File: src/rtl/cpnt_pkg.sv
// Types, constants and helpers shared by the pixel normalizer modules.
`timescale 1ns / 1ps
package cpnt_pkg;

  // Field widths on the channels.
  localparam int FIELD_W     = 16;
  localparam int GRAY_W      = 8;
  localparam int CFG_W       = 16;
  localparam int CFG_IDX_W   = 2;
  localparam int IN_TDATA_W  = 3 * FIELD_W;
  localparam int OUT_TDATA_W = 4 * GRAY_W;

  // Divider lanes: three gray levels and the transmission ratio.
  localparam int NUM_GRAY   = 3;
  localparam int NUM_LANES  = NUM_GRAY + 1;
  localparam int LANE_TRANS = NUM_GRAY;

  // The ratio is (d0 << 16) / d1, clamped below 2 << 16 and shifted right by 9.
  // That equals (d0 << 7) / d1 saturated to eight bits.
  localparam int RATIO_FRAC  = 16;
  localparam int RATIO_SHIFT = 9;
  localparam int TRANS_SHIFT = RATIO_FRAC - RATIO_SHIFT;

  // Every quotient is eight bits plus one overflow bit that saturates it.
  localparam int QUO_W     = GRAY_W + 1;
  localparam int DEN_W     = 16;
  localparam int REM_W     = DEN_W + GRAY_W;
  localparam int NUM_CELLS = QUO_W;

  localparam logic [GRAY_W-1:0] GRAY_MAX    = '1;
  localparam logic [1:0]        LAYERS_ONE  = 2'd1;
  localparam logic [1:0]        LAYERS_TWO  = 2'd2;
  localparam logic [1:0]        LAYERS_FULL = 2'd3;
  localparam logic [DEN_W-1:0]  MAX_RESET   = '1;

  // Configuration register indexes.
  typedef enum logic [CFG_IDX_W-1:0] {
    REG_LAYER_COUNT = 2'd0,
    REG_MAX_A       = 2'd1,
    REG_MAX_B       = 2'd2,
    REG_MAX_C       = 2'd3
  } reg_idx_t;

  // One restoring-division lane.
  typedef struct packed {
    logic [REM_W-1:0] rem;
    logic [DEN_W-1:0] den;
    logic [QUO_W-1:0] quo;
  } lane_t;

  // Payload carried from cell to cell.
  typedef struct packed {
    logic [NUM_GRAY-1:0]       gray_en;
    logic                      trans_en;
    lane_t [NUM_LANES-1:0]     lane;
  } stage_t;

  // Saturate a nine-bit quotient to eight bits.
  function automatic logic [GRAY_W-1:0] sat_quo(input logic [QUO_W-1:0] quo);
    return quo[QUO_W-1] ? GRAY_MAX : quo[GRAY_W-1:0];
  endfunction

endpackage

File: src/rtl/cpnt_cell.sv
// One divider cell: develops one quotient bit in each of the four lanes.
`timescale 1ns / 1ps
module cpnt_cell #(
  parameter int BIT = 0
) (
  input  logic             clk,
  input  logic             rst_n,
  input  logic             load,
  input  logic             prev_vld,
  input  cpnt_pkg::stage_t prev_pay,
  output logic             vld_r,
  output cpnt_pkg::stage_t pay_r
);
  import cpnt_pkg::*;

  stage_t pay_nxt;

  // Restoring step: subtract the shifted divisor where it fits.
  always_comb begin
    logic [REM_W-1:0] den_sh;
    logic             fit;
    pay_nxt = prev_pay;
    for (int l = 0; l < NUM_LANES; l++) begin
      den_sh = REM_W'(prev_pay.lane[l].den) << BIT;
      fit    = (prev_pay.lane[l].rem >= den_sh);
      if (fit) begin
        pay_nxt.lane[l].rem = prev_pay.lane[l].rem - den_sh;
      end
      pay_nxt.lane[l].quo = {prev_pay.lane[l].quo[QUO_W-2:0], fit};
    end
  end

  // Valid bit.
  always_ff @(posedge clk) begin
    if (!rst_n) begin
      vld_r <= 1'b0;
    end else if (load) begin
      vld_r <= prev_vld;
    end
  end

  // Payload.
  always_ff @(posedge clk) begin
    if (load) begin
      pay_r <= pay_nxt;
    end
  end

endmodule

File: config.mk
export PLATFORM = sky130hd
export DESIGN_NAME = cpnt_cell
export DESIGN_NICKNAME = d
export VERILOG_FILES = /design/src/rtl/cpnt_pkg.sv /design/src/rtl/cpnt_cell.sv
export SDC_FILE = /design/constraint.sdc
export NUM_CORES = 1
export LEC_CHECK = 0
export BUFFER_PORTS_ARGS = -buffer_cell sky130_fd_sc_hd__buf_2
export CAP_MARGIN = 20
export CORE_AREA = 2 2 157 159
export CTS_BUF_LIST = sky130_fd_sc_hd__clkbuf_16
export DETAILED_ROUTE_END_ITERATION = 10
export DIE_AREA = 0 0 159 161
export GPL_TIMING_DRIVEN = 1
export PLACE_DENSITY = 0.72
export REMOVE_ABC_BUFFERS = 1
export SLEW_MARGIN = 20
export SYNTH_ARGS = -nofsm -noshare
export SYNTH_HDL_FRONTEND = slang
export SYNTH_SLANG_ARGS = --single-unit
File: constraint.sdc
create_clock -name clk -period 7.47 [get_ports clk]
set_input_delay 1.494 -clock clk [delete_from_list [all_inputs] [get_ports clk]]
set_output_delay 1.494 -clock clk [all_outputs]
set_load 0.005 [all_outputs]
==> metrics.sh <==
WORSTSKEWPAIRLATENCY_PS=500
GRT_PASS1_VIAS=8933
SYNTH-SEQ-AREA-SHARE_PCT=54.20
SYNTH.CELLS.MOST_FREQUENT='edfxtp_1, nor2_1, a21oi_1'
WL_MM=28.88
SETUP.WORST_PATH.CLASS='input port to register'
PLACEMENT.IO_BUFFERS=400
DIE_WIDTH_UM=159
SYNTHMOSTINSTANTIATEDCELL='edfxtp_1'
IR_WORST_VDD_mV=0.1781
SYNTH.DISTINCT_CELLS=71
MAXIMUM_NUMBER_OF_PINS_ON_ONE_NET_BEFORE_GLOBAL_ROUTE_REPAIR=83
WORST_CLOCK_SKEW_PS=0
SYN_INST=998
POST_CTS_RESIZE_COUNT=0
DETAIL-ROUTE-ANTENNA-NETS=0
FILL_CELLS=2080
CAP_VIOLATIONS=0
R2R.WORST_PATH.CELLS=2
CP-END-KIND='register'
SYNTH-EDFF-COUNT=200
HOLD_START='vld_r'
DR.PASS1.ITERS=5
YOSYS.AREA.TOP_TYPE_SHARE_PCT=54.02
WORST_REG2REG_ENDPOINT='vld_r'
STATUS='finished, final reports clean'
DRIVE_ABOVE_1_SHARE_PCT=34.04
PATH_CELLS='buf_2, ha_1, fa_1, nor2b_1, o31a_1, nor3_1, o32ai_1, a211o_2, mux2_2'
POST_CTS_SETUP_REPAIR_BUFS=0
COMBINATIONAL_SHARE_OF_POWER_PCT=20.5
FINAL_HOLD_VIOL_COUNT=0
WORST_SLEW_MARGIN_REL_PCT=37.96
UNREPAIRED_SETUP_ENDPOINTS_AFTER_GLOBAL_ROUTING='false'
INTERNAL_POWER_mW=2.301
POST-ROUTE-PERIOD-UTIL_PCT=57.67
CTS-ROOT-TO-SINK-BUFFERS=3
NUMBER_OF_ANTENNA_VIOLATIONS_AT_THE_FIRST_CHECK_IN_GLOBAL_ROUTING=9
POST-ROUTE-MIN-PERIOD_PS=4308
CRITPATHMAXFANOUT=34
SYN_AREA_UM2=11120
GRT_PASS1_WL_MM=45.22
CP.REQUIRED_PS=7720
CRITPATHLAUNCH='prev_pay[156]'
SYNTHTOPCELLSBYAREA='edfxtp_1, ha_1, a21oi_1, nor2_1, xnor2_1'
FP.DIEAREA_UM2=25600
EFFECTIVE_UTILIZATION_AT_FLOORPLAN_PCT=46.40
AREA_DELTA_SYNTH_FINAL_PCT=27.24
LARGEST_AREA_CONTRIBUTOR_IN_THE_SYNTHESIZED_NETLIST='edfxtp_1'
CTS-ROOT-BUF='clkbuf_16'
TOTAL_LEAKAGE_POWER_nW=6.261
FIN_TNS_SETUP_PS=0
IO_PINS=405
CRITICAL-PATH-SLOWEST-CELL='o32ai_1'
LAYOUT.NETS=1665
HOLDBUFCOUNTCTS=0
GLOBAL_ROUTE.USAGE.TOTAL_PCT=21.76
CLK_PIN_SLEW_PS=60
YS.FLOP_TYPE='edfxtp_1'
DRT-VIAS-PER-INSTANCE=5.244
HTREEDEPTH=1
NUMCTSBUFFERS=23
DP.FINAL_HPWL_MM=22.58
WORST-R2R-SETUP-SLACK_PS=6870
TOTAL_POWER_mW=3.101
FINALSETUPVIOLATIONS=0
INITIALDRTVIOLATIONCOUNT=482
SWITCHING_SHARE_PCT=25.79
POSTSYNTHREGISTERBITS=201
ROUTED-VIA-COUNT=9120
NUMBER_OF_WARNINGS_REPORTED_IN_THE_YOSYS_SYNTHESIS_LOG=0
WORST_PIN_SLEW_PS=930.6
FMAX_GHz=0.2321
CORE.ROWCOUNT=57
POST-ROUTE-WORST-SETUP-SLACK_PS=3162
POWER.DENSITY_nW_PER_UM2=219.2
WORST_SETUP_PATH_START_KIND='input port'
WL_PER_CELL_UM=16.61
GRT_OVERFLOW=0
CLKSINKCOUNT=201
DIE_H_UM=161
FINAL-MAX-SLEW-VIOLATION-COUNT=0
HOLDCRITPATHCLASS='register to register'
PWR-SHARE-CLK_PCT=33.7
WORST_EP_ARRIVAL_TIME_PS=4560
TRITONCTS_CLOCK_TREE='yes'
MAX_STAGE_DELAY_PS=650
POST-ROUTE-DRC-COUNT=0
PLACE_WORST_SETUP_SLACK_PS=2441
SYNTH.AVG_CELL_AREA_UM2=11.14
CRIT-REG2REG-LAUNCH='vld_r'
CRIT_END='pay_r[180]'
POST_LAYOUT_NONFILLER_INSTANCES=1739
GLOBALPLACE.CONGESTION=0.8396
NETSWITCHINGPOWER_uW=799.8
PLACEABLECOREAREA_UM2=23960
PLACE.DETAILED.INSTANCES=1692
PROPORTION_OF_SYNTHESIZED_FLIP_FLOPS_HAVING_ASYNCHRONOUS_SET_OR_RESET_PCT=0
SEQ_POWER_SHARE_PCT=45.8
HOLD-WORST-SLACK_PS=532.8
cell type report:
| class | instances | area, µm² | share of cell area, % |
|---|---|---|---|
| Sequential cell | 201 | 6026 | 42.59 |
| Antenna cell | 8 | 20.02 | 0.1415 |
| Clock buffer | 23 | 575.6 | 4.068 |
| Multi-Input combinational cell | 684 | 4661 | 32.94 |
| Tap cell | 324 | 405.4 | 2.865 |
| Inverter | 79 | 299.0 | 2.114 |
| Clock inverter | 16 | 120.1 | 0.8490 |
| Timing Repair Buffer | 404 | 2041 | 14.42 |
flip-flops by register name, summed over array words and instances (netlist names):
| register | cells |
|---|---|
| vld_r | 1 |
| pay_r | 200 |
power groups by stage:
stage                     Combinational (mW)  Sequential [mW]  Clock (mW)
after floorplan                        0.323             1.46           0
after global placement                 0.624             1.44           0
after detailed placement               0.635             1.44           0
after CTS                              0.638             1.42        1.08
after global routing                   0.703             1.43        1.11
final                                  0.636             1.42        1.04
stage by stage:
step	cell area, µm²	util (%)
2_1_floorplan	10970	-
3_3_place_gp	13430	56.05
3_5_place_dp	13430	56.05
4_1_cts	14130	58.95
5_1_grt	14140	59.02
6_report	14150	59.04
how the worst min path moves through the flow:
stage	to	slack (ps)	cells past startpoint
after floorplan	vld_r	510	2
after global placement	vld_r	500	2
after detailed placement	vld_r	520	2
after CTS	vld_r	530	2
after global routing	vld_r	600	2
final	vld_r	530	2
metal layers:
layer,vias up,part of all wire (%),global-route usage (%),routed length (µm)
li1,4475,-,-,-
met1,4240,40,26.61,11650
met2,358,49,37.77,14090
met3,43,8.8,6.035,2529
met4,4,2.0,6.488,581
met5,-,0.093,0,27
worst max-delay path, delay by kind of cell:
kind,cells,cell delay [ps]
adders and majority gates,2,650
and+or+nand+nor,2,330
AOI/OAI and AO/OA,3,1550
buffers and inverters,1,110
muxes,1,410
kinds of logic after synthesis:
family | Yosys count | synth area share, %
buffers and inverters | 113 | 4.051
multiplexers | 14 | 1.407
XOR/XNOR | 76 | 5.987
adder cells (fa/ha/maj) | 68 | 7.923
flip-flops | 201 | 54.20
AND/OR/NAND/NOR | 287 | 12.58
AO/OA/AOI/OAI | 239 | 13.85
cells in the final DEF (no fill, tap or decap), types with 8 or more instances in the layout:
cell type	count
ha_1	64
inv_1	81
nor2_1	101
a21oi_2	11
xor2_1	37
clkbuf_16	23
a21oi_1	86
nand4_1	14
xnor2_1	39
nor2b_1	10
nand3_1	31
nand2_1	54
diode_2	8
o21ai_0	40
nor3_1	19
a211oi_1	8
buf_2	399
nand2b_1	11
or3_1	8
edfxtp_1	200
a21o_1	19
mux2_2	13
o21a_1	9
Power figures use the tool's default switching activity.
