<file path="src/rtl/cpnt_pkg.sv">
// Types, constants and helpers shared by the pixel normalizer modules.
`timescale 1ns / 1ps
package cpnt_pkg;

  // Field widths on the channels.
  localparam int FIELD_W     = 16;
  localparam int GRAY_W      = 8;
  localparam int CFG_W       = 16;
  localparam int CFG_IDX_W   = 2;
  localparam int IN_TDATA_W  = 3 * FIELD_W;
  localparam int OUT_TDATA_W = 4 * GRAY_W;

  // Divider lanes: three gray levels and the transmission ratio.
  localparam int NUM_GRAY   = 3;
  localparam int NUM_LANES  = NUM_GRAY + 1;
  localparam int LANE_TRANS = NUM_GRAY;

  // The ratio is (d0 << 16) / d1, clamped below 2 << 16 and shifted right by 9.
  // That equals (d0 << 7) / d1 saturated to eight bits.
  localparam int RATIO_FRAC  = 16;
  localparam int RATIO_SHIFT = 9;
  localparam int TRANS_SHIFT = RATIO_FRAC - RATIO_SHIFT;

  // Every quotient is eight bits plus one overflow bit that saturates it.
  localparam int QUO_W     = GRAY_W + 1;
  localparam int DEN_W     = 16;
  localparam int REM_W     = DEN_W + GRAY_W;
  localparam int NUM_CELLS = QUO_W;

  localparam logic [GRAY_W-1:0] GRAY_MAX    = '1;
  localparam logic [1:0]        LAYERS_ONE  = 2'd1;
  localparam logic [1:0]        LAYERS_TWO  = 2'd2;
  localparam logic [1:0]        LAYERS_FULL = 2'd3;
  localparam logic [DEN_W-1:0]  MAX_RESET   = '1;

  // Configuration register indexes.
  typedef enum logic [CFG_IDX_W-1:0] {
    REG_LAYER_COUNT = 2'd0,
    REG_MAX_A       = 2'd1,
    REG_MAX_B       = 2'd2,
    REG_MAX_C       = 2'd3
  } reg_idx_t;

  // One restoring-division lane.
  typedef struct packed {
    logic [REM_W-1:0] rem;
    logic [DEN_W-1:0] den;
    logic [QUO_W-1:0] quo;
  } lane_t;

  // Payload carried from cell to cell.
  typedef struct packed {
    logic [NUM_GRAY-1:0]       gray_en;
    logic                      trans_en;
    lane_t [NUM_LANES-1:0]     lane;
  } stage_t;

  // Saturate a nine-bit quotient to eight bits.
  function automatic logic [GRAY_W-1:0] sat_quo(input logic [QUO_W-1:0] quo);
    return quo[QUO_W-1] ? GRAY_MAX : quo[GRAY_W-1:0];
  endfunction

endpackage

</file>
<file path="src/rtl/cpnt_front.sv">
// Input stage: masks counts, picks active layers and loads the divider lanes.
`timescale 1ns / 1ps
module cpnt_front #(
  parameter int COUNT_BITS = 16
) (
  input  logic                                         clk,
  input  logic                                         rst_n,
  input  logic                                         load,
  input  logic                                         in_vld,
  input  logic [cpnt_pkg::FIELD_W-1:0]                 count_a,
  input  logic [cpnt_pkg::FIELD_W-1:0]                 count_b,
  input  logic [cpnt_pkg::FIELD_W-1:0]                 count_c,
  input  logic [1:0]                                   layer_count,
  input  logic [cpnt_pkg::NUM_GRAY-1:0][cpnt_pkg::DEN_W-1:0] max_value,
  output logic                                         vld_r,
  output cpnt_pkg::stage_t                             pay_r
);
  import cpnt_pkg::*;

  logic [NUM_GRAY-1:0][COUNT_BITS-1:0] cnt;
  logic [COUNT_BITS-1:0]               dif_lit;
  logic [COUNT_BITS-1:0]               dif_ref;
  logic [1:0]                          layers;
  stage_t                              pay_nxt;

  // Counts are taken in their low bits only.
  assign cnt[0]  = count_a[COUNT_BITS-1:0];
  assign cnt[1]  = count_b[COUNT_BITS-1:0];
  assign cnt[2]  = count_c[COUNT_BITS-1:0];
  assign dif_lit = cnt[0] - cnt[2];
  assign dif_ref = cnt[1] - cnt[2];

  // A layer count of zero means a single layer.
  assign layers = (layer_count == 2'd0) ? LAYERS_ONE : layer_count;

  // Gray lanes: numerator 255 * count, denominator the layer maximum forced to at least one.
  always_comb begin
    pay_nxt = '0;
    pay_nxt.gray_en[0] = 1'b1;
    pay_nxt.gray_en[1] = (layers >= LAYERS_TWO);
    pay_nxt.gray_en[2] = (layers == LAYERS_FULL);
    pay_nxt.trans_en   = (layers == LAYERS_FULL) && (cnt[0] > cnt[2]) && (cnt[1] > cnt[2]);
    for (int l = 0; l < NUM_GRAY; l++) begin
      pay_nxt.lane[l].rem = (REM_W'(cnt[l]) << GRAY_W) - REM_W'(cnt[l]);
      pay_nxt.lane[l].den = (max_value[l] == '0) ? DEN_W'(1) : max_value[l];
      pay_nxt.lane[l].quo = '0;
    end
    pay_nxt.lane[LANE_TRANS].rem = REM_W'(dif_lit) << TRANS_SHIFT;
    pay_nxt.lane[LANE_TRANS].den = DEN_W'(dif_ref);
    pay_nxt.lane[LANE_TRANS].quo = '0;
  end

  // Valid bit.
  always_ff @(posedge clk) begin
    if (!rst_n) begin
      vld_r <= 1'b0;
    end else if (load) begin
      vld_r <= in_vld;
    end
  end

  // Payload.
  always_ff @(posedge clk) begin
    if (load) begin
      pay_r <= pay_nxt;
    end
  end

endmodule

</file>
<file path="config.mk">
export PLATFORM = sky130hd
export DESIGN_NAME = cpnt_front
export DESIGN_NICKNAME = d
export VERILOG_FILES = /design/src/rtl/cpnt_pkg.sv /design/src/rtl/cpnt_front.sv
export SDC_FILE = /design/constraint.sdc
export NUM_CORES = 1
export LEC_CHECK = 0
export ABC_CLOCK_PERIOD_IN_PS = 3160
export BUFFER_PORTS_ARGS = -buffer_cell sky130_fd_sc_hd__buf_2
export CAP_MARGIN = 20
export CORE_MARGIN = 4
export CORE_UTILIZATION = 50
export DETAILED_ROUTE_END_ITERATION = 12
export PLACE_DENSITY_LB_ADDON = 0.1
export SLEW_MARGIN = 10
export SYNTH_ARGS = -nofsm -noshare
export SYNTH_HDL_FRONTEND = slang
export SYNTH_SLANG_ARGS = --single-unit
export TNS_END_PERCENT = 10
</file>
<file path="constraint.sdc">
create_clock -name clk -period 3.16 [get_ports clk]
set_input_delay 0.632 -clock clk [delete_from_list [all_inputs] [get_ports clk]]
set_output_delay 0.632 -clock clk [all_outputs]
set_load 0.01 [all_outputs]
</file>
==> results of run 1 <==
==> worst max-delay path, cell delays in order <==
cell	delay, ns
buf_2	0.17
inv_1	0.09
ha_1	0.33
or3b_2	0.47
nor4_2	0.37
o211ai_2	0.19
nand2b_1	0.13
a31oi_1	0.10
xnor2_1	0.13
==> cells in the final DEF, fill, tap and decap left out, types with 7 or more instances in the layout <==
cell type and count:
inv_1 56, nand4_1 8, nor2b_1 9, a21oi_1 45, o21ai_0 24, clkbuf_16 17, nor3_1 21, nor2_1 36
ha_1 59, or3_1 10, o21bai_1 7, nand2b_1 14, nand3_1 16, edfxtp_1 155, xnor2_1 70, conb_1 45
a21o_1 16, nand2_1 35, xor2_1 17, buf_2 256, nor4_1 16, buf_4 13
==> per-layer routing <==
| metal | routed length (µm) | vias to the layer above |
|---|---|---|
| met5 | 0 | - |
| met4 | 297 | 0 |
| met3 | 1860 | 24 |
| met2 | 10700 | 301 |
| met1 | 9900 | 3184 |
| li1 | - | 3337 |
==> worst paths after layout <==
kind,startpoint,end,slack [ns],depth (start not counted)
setup / recovery,count_c[8],pay_r[142],0.69,9
hold / removal,layer_count[1],pay_r[198],0.40,1
hold reg to reg,vld_r,vld_r,0.54,2
setup reg to reg,vld_r,vld_r,2.56,2
==> kinds of logic after synthesis <==
family | share of synthesized area [%]
AOI/OAI and AO/OA | 11.8
xor gates and xnor gates | 8.39
adders and majority gates | 8.57
buffers and inverters | 8.02
DFF | 51.5
muxes | 0.110
other | 0.0827
and+or+nand+nor | 11.6
==> power by group through the flow <==
stage               registers (W)  logic, W  clock network [W]
floorplan                 0.00280  0.000641                  0
global placement          0.00267   0.00124                  0
detailed placement        0.00267   0.00125                  0
CTS                       0.00263   0.00126            0.00191
global route              0.00265   0.00138            0.00201
finish                    0.00263   0.00125            0.00187
==> sequential cells by signal, indices dropped and copies added, names as in the netlist <==
register	cells
vld_r	1
pay_r	155
==> through the flow <==
stage               worst slack, ns  cells  instance area (µm²)  util (%)  power [W]
finish                        0.691   1290                11000      61.2    0.00575
global route                  0.528   1289                11000      61.2    0.00603
CTS                           0.722   1289                11000      61.2    0.00581
detailed placement            0.278   1257                10400      58.2    0.00392
global placement              0.303   1257                10400      58.2    0.00392
floorplan                     0.448    850                 9240         -    0.00344
==> area by class of cell <==
cell class              instances  share of cell area, %
repair buffers                271                   12.9
multi-input cells             545                   35.0
inverters                      56                   1.92
well taps                     229                   2.61
flip-flops and latches        156                   42.6
diodes                          1                 0.0228
clock inverters                15                   1.04
clock buffers                  17                   3.88
==> out/metrics.yaml, run 1 <==
run_status:
  status: "completed"
logic_synthesis:
  synth_cell_type_count: 66
  synth_area_um2: 9080
  synth_ff_type: "edfxtp_1"
  ys_ff_latch: 156
  synth_common_cells: "edfxtp_1, xnor2_1, ha_1"
  ys_seq_area_share_pct: 51.5
  synth_edf_count: 155
  ys_warn_count: 0
  synth_top_cells_by_area: "edfxtp_1, ha_1, xnor2_1, buf_4, a21oi_1"
  syn_inst: 807
  yosysMostFrequentCell: "edfxtp_1"
  netlist.area_leader.share_pct: 51.3
  synthArstFlopShare_pct: 0
  yosysTopAreaCell: "edfxtp_1"
  synth_area_per_cell_um2: 11.3
timing:
  slew_headroom_pct: 60.5
  max_slew.worst_pin.slew_ns: 0.578
  drv_slew: 0
  finClkSkew_ns: 0
  rsz0062_at_grt: "false"
  fin_crit_sh_pct: 78.1
  max_freq_ghz: 0.405
  final_hold_viol_count: 0
  min_period_ns: 2.47
  setup_viol: 0
  tns_ns: 0
  hold_slack_ns: 0.397
clock_tree:
  cts_inserted_buffers: 17
  clkLatencyLatePin_ns: 0.41
  clk_pin_slew_ns: 0.07
  cts_hold_buf: 0
  cts_buffer_depth: 2
  ctsRootBufferMaster: "clkbuf_16"
  clock-sinks: 156
  cts_setup_buffers: 0
  cts_resized: 0
  cts_tree: "yes"
  htreeDepth: 4
route:
  drc_errors: 0
  vias_per_cell: 5.31
  drt_first_pass_iters: 5
  vias: 6846
  drt_iter0_markers: 386
  wire_per_inst_um: 17.6
  drt_wl_total_um: 22800
  ant_nets: 0
min_path:
  hold_class: "in -> reg"
floorplanning:
  die_h_um: 143
  initial_utilization_pct: 50.7
  rows: 49
  fp.dieW_um: 143
  core_area_um2: 17900
  die-area_um2: 20400
  io_pins: 303
placed_design:
  io_buffers: 257
  gp_congestion: 0.899
  place.detailed.hpwl_um: 17900
grt:
  grt_first_pass_wirelength_um: 34600
  grt_use_met1_pct: 30.3
  grtUsageMet2_pct: 34.9
  grt_pass1_vias: 6602
  antenna_found_initial: 0
  busiest_layer: "met2"
  overflow: 0
  grtUsageTotal_pct: 21.8
  grt_max_degree: 57
  grt_util_met3_pct: 4.09
power:
  p_per_area_nw_per_um2: 525
  pwr-share-seq_pct: 45.7
  combPwrFrac_pct: 21.8
  peakVddDrop_uv: 355
  swShare_pct: 29.0
  p_int_w: 0.00409
  switching_power_w: 0.00167
  pwr-share-clk_pct: 32.5
  power.leakage_nw: 4.72
layout:
  fill_cells: 1535
  seq_area_um2: 4670
  layout-drive-gt1-share_pct: 30.4
  nets: 1210
  multi_input_area_um2: 3840
  area_growth_pct: 20.7
critical_path:
  cp_max_fo: 6
  cp.arrival_ns: 2.63
  required_ns: 3.32
  crit_type: "in -> reg"
  critPathLaunchType: "input pin"
  end_kind: "flop"
flow_run:
  drv_cap: 0
Power figures use the tool's default switching activity.
==> inputs of run 2 (changes only) <==
ABC_CLOCK_PERIOD_IN_PS = 2400   (was 3160)
clock period = 2.4 ns   (was 3.16 ns; I/O delays follow)
==> out/metrics.yaml, run 2 (same netlist as run 1, synthesis figures left out) <==
layout:
  layout-drive-gt1-share_pct: 38.7
  area_growth_pct: 32.9
  layoutNonFillerInstCount: 1428
  reg.largest.list: "pay_r x155, vld_r x1"
  final_core_util_pct: 67.4
  layout_common_cells: "buf_2, edfxtp_1, buf_4"
  final_common_cell: "buf_2"
  largest-register: "pay_r"
  diodes: 0
  largest_reg_flops: 155
  nets: 1349
min_path:
  hold_class: "in -> reg"
power:
  pwr-share-clk_pct: 33.1
  combPwrFrac_pct: 23.7
  switching_power_w: 0.00230
  p_int_w: 0.00570
  p_per_area_nw_per_um2: 663
  swShare_pct: 28.8
  peakVddDrop_uv: 536
  pwr-share-seq_pct: 43.2
  power.leakage_nw: 5.42
clock_tree:
  ctsRootBufferMaster: "clkbuf_16"
  cts_inserted_buffers: 17
  clock-sinks: 156
  cts_tree: "yes"
  cts_buffer_depth: 2
  htreeDepth: 4
  clkLatencyLatePin_ns: 0.42
  clk_pin_slew_ns: 0.07
  cts_hold_buf: 0
critical_path:
  crit_type: "in -> reg"
  required_ns: 2.58
  cp_max_fo: 6
  critPathLaunchType: "input pin"
  end_kind: "flop"
  cp.arrival_ns: 2.38
  ff2ff_setup_slack_ns: 1.82
route:
  drt_first_pass_iters: 5
  wire_per_inst_um: 16.8
  drc_errors: 0
  vias_per_cell: 5.21
  drt_iter0_markers: 428
  vias: 7443
  ant_nets: 0
  drt_wl_total_um: 23900
grt:
  overflow: 0
  grt_max_degree: 54
  grtUsageTotal_pct: 23.5
  grt_first_pass_wirelength_um: 37400
  antenna_found_initial: 0
  grt_pass1_vias: 7318
floorplanning:
  initial_utilization_pct: 50.7
  die_h_um: 143
  fp.dieW_um: 143
  io_pins: 303
  core_area_um2: 17900
  rows: 49
  die-area_um2: 20400
timing:
  setup_viol: 0
  min_period_ns: 2.20
  hold_slack_ns: 0.239
  drv_slew: 0
  final_hold_viol_count: 0
  max_slew.worst_pin.slew_ns: 0.655
  slew_headroom_pct: 55.2
  fin_crit_sh_pct: 91.6
  rsz0062_at_grt: "false"
  tns_ns: 0
  finClkSkew_ns: 0
  max_freq_ghz: 0.455
placed_design:
  gp_congestion: 0.943
  place.detailed.hpwl_um: 19200
  io_buffers: 257
  dp.cells: 1396
flow_run:
  drv_cap: 0
run_status:
  status: "completed"
run 2: cell count changes in the layout (fill, tap and decap cells not counted), moves of 2 or more:
cell,delta
a21oi_1,-2
a21oi_2,+2
buf_4,+138
clkinv_2,-2
clkinvlp_4,-2
inv_8,+3
run 2: stage by stage:
stage                     worst slack (ns)  total power, W  cell area (µm²)
after floorplan                    -0.0179         0.00453             9250
after global placement              -0.193         0.00538            11500
after detailed placement            -0.251         0.00541            11500
after CTS                            0.178         0.00807            12100
after global routing                0.0191         0.00841            12100
final                                0.202         0.00801            12100
run 2: worst paths after layout:
check / from / end / depth (start not counted)
max: count_c[0] / pay_r[142] / 8
min: max_value[9] / pay_r[18] / 1
max reg2reg: vld_r / vld_r / 2
min reg2reg: vld_r / vld_r / 2
run 2: worst max-delay path: stages:
cell and delay, ns:
buf_2 0.16, ha_1 0.33, or3b_2 0.48, nor4_2 0.38, o211ai_2 0.19, nand2b_1 0.12
a31oi_1 0.10, xnor2_1 0.13
run 2: cell type report:
cell class / instances / area [µm²]
clock buffer: 17 / 425
fill: 1434 / 5830
timing repair buffer: 410 / 2470
multi-input combinational: 545 / 3850
sequential: 156 / 4670
tap: 229 / 287
inverter: 56 / 210
clock inverter: 15 / 153
run 2: layer usage:
metal | part of all wire, % | global-route usage, % | vias up
met4 | 2.0 | 7.55 | 0
met3 | 6.8 | 4.62 | 38
met1 | 42 | 30.7 | 3521
met5 | 0 | 0 | -
li1 | - | - | 3612
met2 | 49 | 39.6 | 272
run 2: power by group through the flow:
stage               Sequential, W  Clock, W  Combinational, W
floorplan                 0.00368         0          0.000846
global placement          0.00352         0           0.00187
detailed placement        0.00352         0           0.00189
CTS                       0.00346   0.00271           0.00190
global route              0.00349   0.00283           0.00208
finish                    0.00346   0.00265           0.00189
run 2: repair_timing:
item                       4_1_cts  5_1_grt
setup endpoints to repair        0        3
gates resized for setup          0        1
buffers inserted                 0        0
==> inputs of run 3 (changes only) <==
BUFFER_PORTS_ARGS = unset   (was -buffer_cell sky130_fd_sc_hd__buf_2)
DONT_BUFFER_PORTS = 1   (was unset)
==> out/metrics.yaml, run 3 (same netlist as run 1, synthesis figures left out) <==
layout:
  final_common_cell: "edfxtp_1"
  diodes: 0
  largest_reg_flops: 155
  layoutNonFillerInstCount: 1089
  seq_area_um2: 4670
  nets: 1010
  largest-register: "pay_r"
  layout-drive-gt1-share_pct: 14.3
  multi_input_area_um2: 3850
  fill_cells: 1548
  finish.instance_area_um2: 10100
  area_growth_pct: 11.2
  reg.largest.list: "pay_r x155, vld_r x1"
  final_core_util_pct: 56.4
  layout_common_cells: "edfxtp_1, buf_4, xnor2_1"
floorplanning:
  die-area_um2: 20400
  fp.dieW_um: 143
  initial_utilization_pct: 50.7
  io_pins: 303
  core_area_um2: 17900
  rows: 49
  die_h_um: 143
critical_path:
  critPathLaunchType: "input pin"
  ff2ff_setup_slack_ns: 1.77
  cp.arrival_ns: 2.33
  cp.buffers_inverters: 1
  cp_max_fo: 5
  critPathMaxStageDelay_ns: 0.42
  cp_top_family: "compound AO/OA/AOI/OAI gates"
  end_kind: "flop"
  required_ns: 2.66
  crit_type: "in -> reg"
  crit_path_cell_trace: "inv_1 > ha_1 > fa_1 > nor2b_1 > o31a_1 > o31ai_1 > and2_1 > o311a_1 > a211oi_1"
  slowest_stage: "fa_1"
route:
  vias_per_cell: 5.67
  drt_iter0_markers: 419
  vias: 6173
  wire_per_inst_um: 22.2
  ant_nets: 0
  drc_errors: 0
  drt_wl_total_um: 24100
  drt_first_pass_iters: 5
grt:
  grt_pass1_vias: 6346
  antenna_found_initial: 0
  grt_max_degree: 157
  grtUsageTotal_pct: 23.2
  overflow: 0
  grt_first_pass_wirelength_um: 36200
clock_tree:
  cts_inserted_buffers: 17
  cts_buffer_depth: 2
  clkLatencyLatePin_ns: 0.43
  clk_pin_slew_ns: 0.07
  htreeDepth: 4
  cts_hold_buf: 0
  clock-sinks: 156
  cts_tree: "yes"
  cts_setup_buffers: 0
  ctsRootBufferMaster: "clkbuf_16"
  cts_resized: 0
power:
  combPwrFrac_pct: 15.2
  pwr-share-seq_pct: 50.6
  power.leakage_nw: 3.98
  p_int_w: 0.00526
  p_per_area_nw_per_um2: 726
  switching_power_w: 0.00207
  swShare_pct: 28.3
  peakVddDrop_uv: 497
  pwr-share-clk_pct: 34.2
timing:
  rsz0062_at_grt: "false"
  min_period_ns: 2.07
  max_freq_ghz: 0.484
  slew_headroom_pct: 67.2
  tns_ns: 0
  drv_slew: 0
  finClkSkew_ns: 0
  setup_viol: 0
  fin_crit_sh_pct: 86.1
  max_slew.worst_pin.slew_ns: 0.479
  final_hold_viol_count: 0
placed_design:
  gp_congestion: 0.872
  dp.cells: 1057
  place_area_um2: 9550
  place.detailed.hpwl_um: 18600
  io_buffers: 0
min_path:
  hold_class: "in -> reg"
run_status:
  status: "completed"
flow_run:
  drv_cap: 0
[run 3: changes by cell type in the layout (fill, tap and decap cells not counted)]
cell / delta
buf_2: -256
buf_4: -80
clkinvlp_4: +3
inv_6: -1
bufinv_16: -1
clkbuf_1: +1
a21oi_2: -1
inv_8: -1
a21oi_1: +1
buf_12: -2
clkinv_4: -2
buf_6: -1
clkinv_2: +1
[run 3: path summary, 6_finish.rpt]
| check | start | endpoint | depth (start not counted) |
|---|---|---|---|
| worst min register to register | vld_r | vld_r | 2 |
| worst min-delay path | max_value[9] | pay_r[18] | 0 |
| worst max register to register | vld_r | vld_r | 2 |
| worst max-delay path | count_a[0] | pay_r[196] | 9 |
[run 3: power by group through the flow]
stage                     Clock (W)  Sequential, W  Combinational, W
after detailed placement          0        0.00377           0.00110
after CTS                   0.00257        0.00372           0.00111
after floorplan                   0        0.00368          0.000846
after global placement            0        0.00376           0.00108
final                       0.00251        0.00371           0.00112
after global routing        0.00271        0.00373           0.00124
[run 3: stage by stage]
stage	setup slack [ns]	hold WS (ns)	total power, W
after global routing	0.193	0.116	0.00768
after floorplan	-0.0179	0.538	0.00453
final	0.334	0.142	0.00733
after CTS	0.333	0.127	0.00739
after global placement	-0.0500	0.559	0.00485
after detailed placement	-0.152	0.567	0.00487
[run 3: final cells by class]
cell class	count	area share, %
Timing Repair Buffer	71	5.28
Inverter	56	2.08
Multi-Input combinational cell	545	38.1
Sequential cell	156	46.3
Clock buffer	18	4.25
Clock inverter	14	1.12
Tap cell	229	2.84
[run 3: metal layers]
| layer | part of all wire (%) | global-route usage [%] | vias to the layer above |
|---|---|---|---|
| li1 | - | - | 2919 |
| met1 | 39 | 28.2 | 2979 |
| met2 | 50 | 38.8 | 245 |
| met3 | 8.7 | 8.31 | 30 |
| met4 | 1.7 | 7.30 | 0 |
| met5 | 0 | 0 | - |
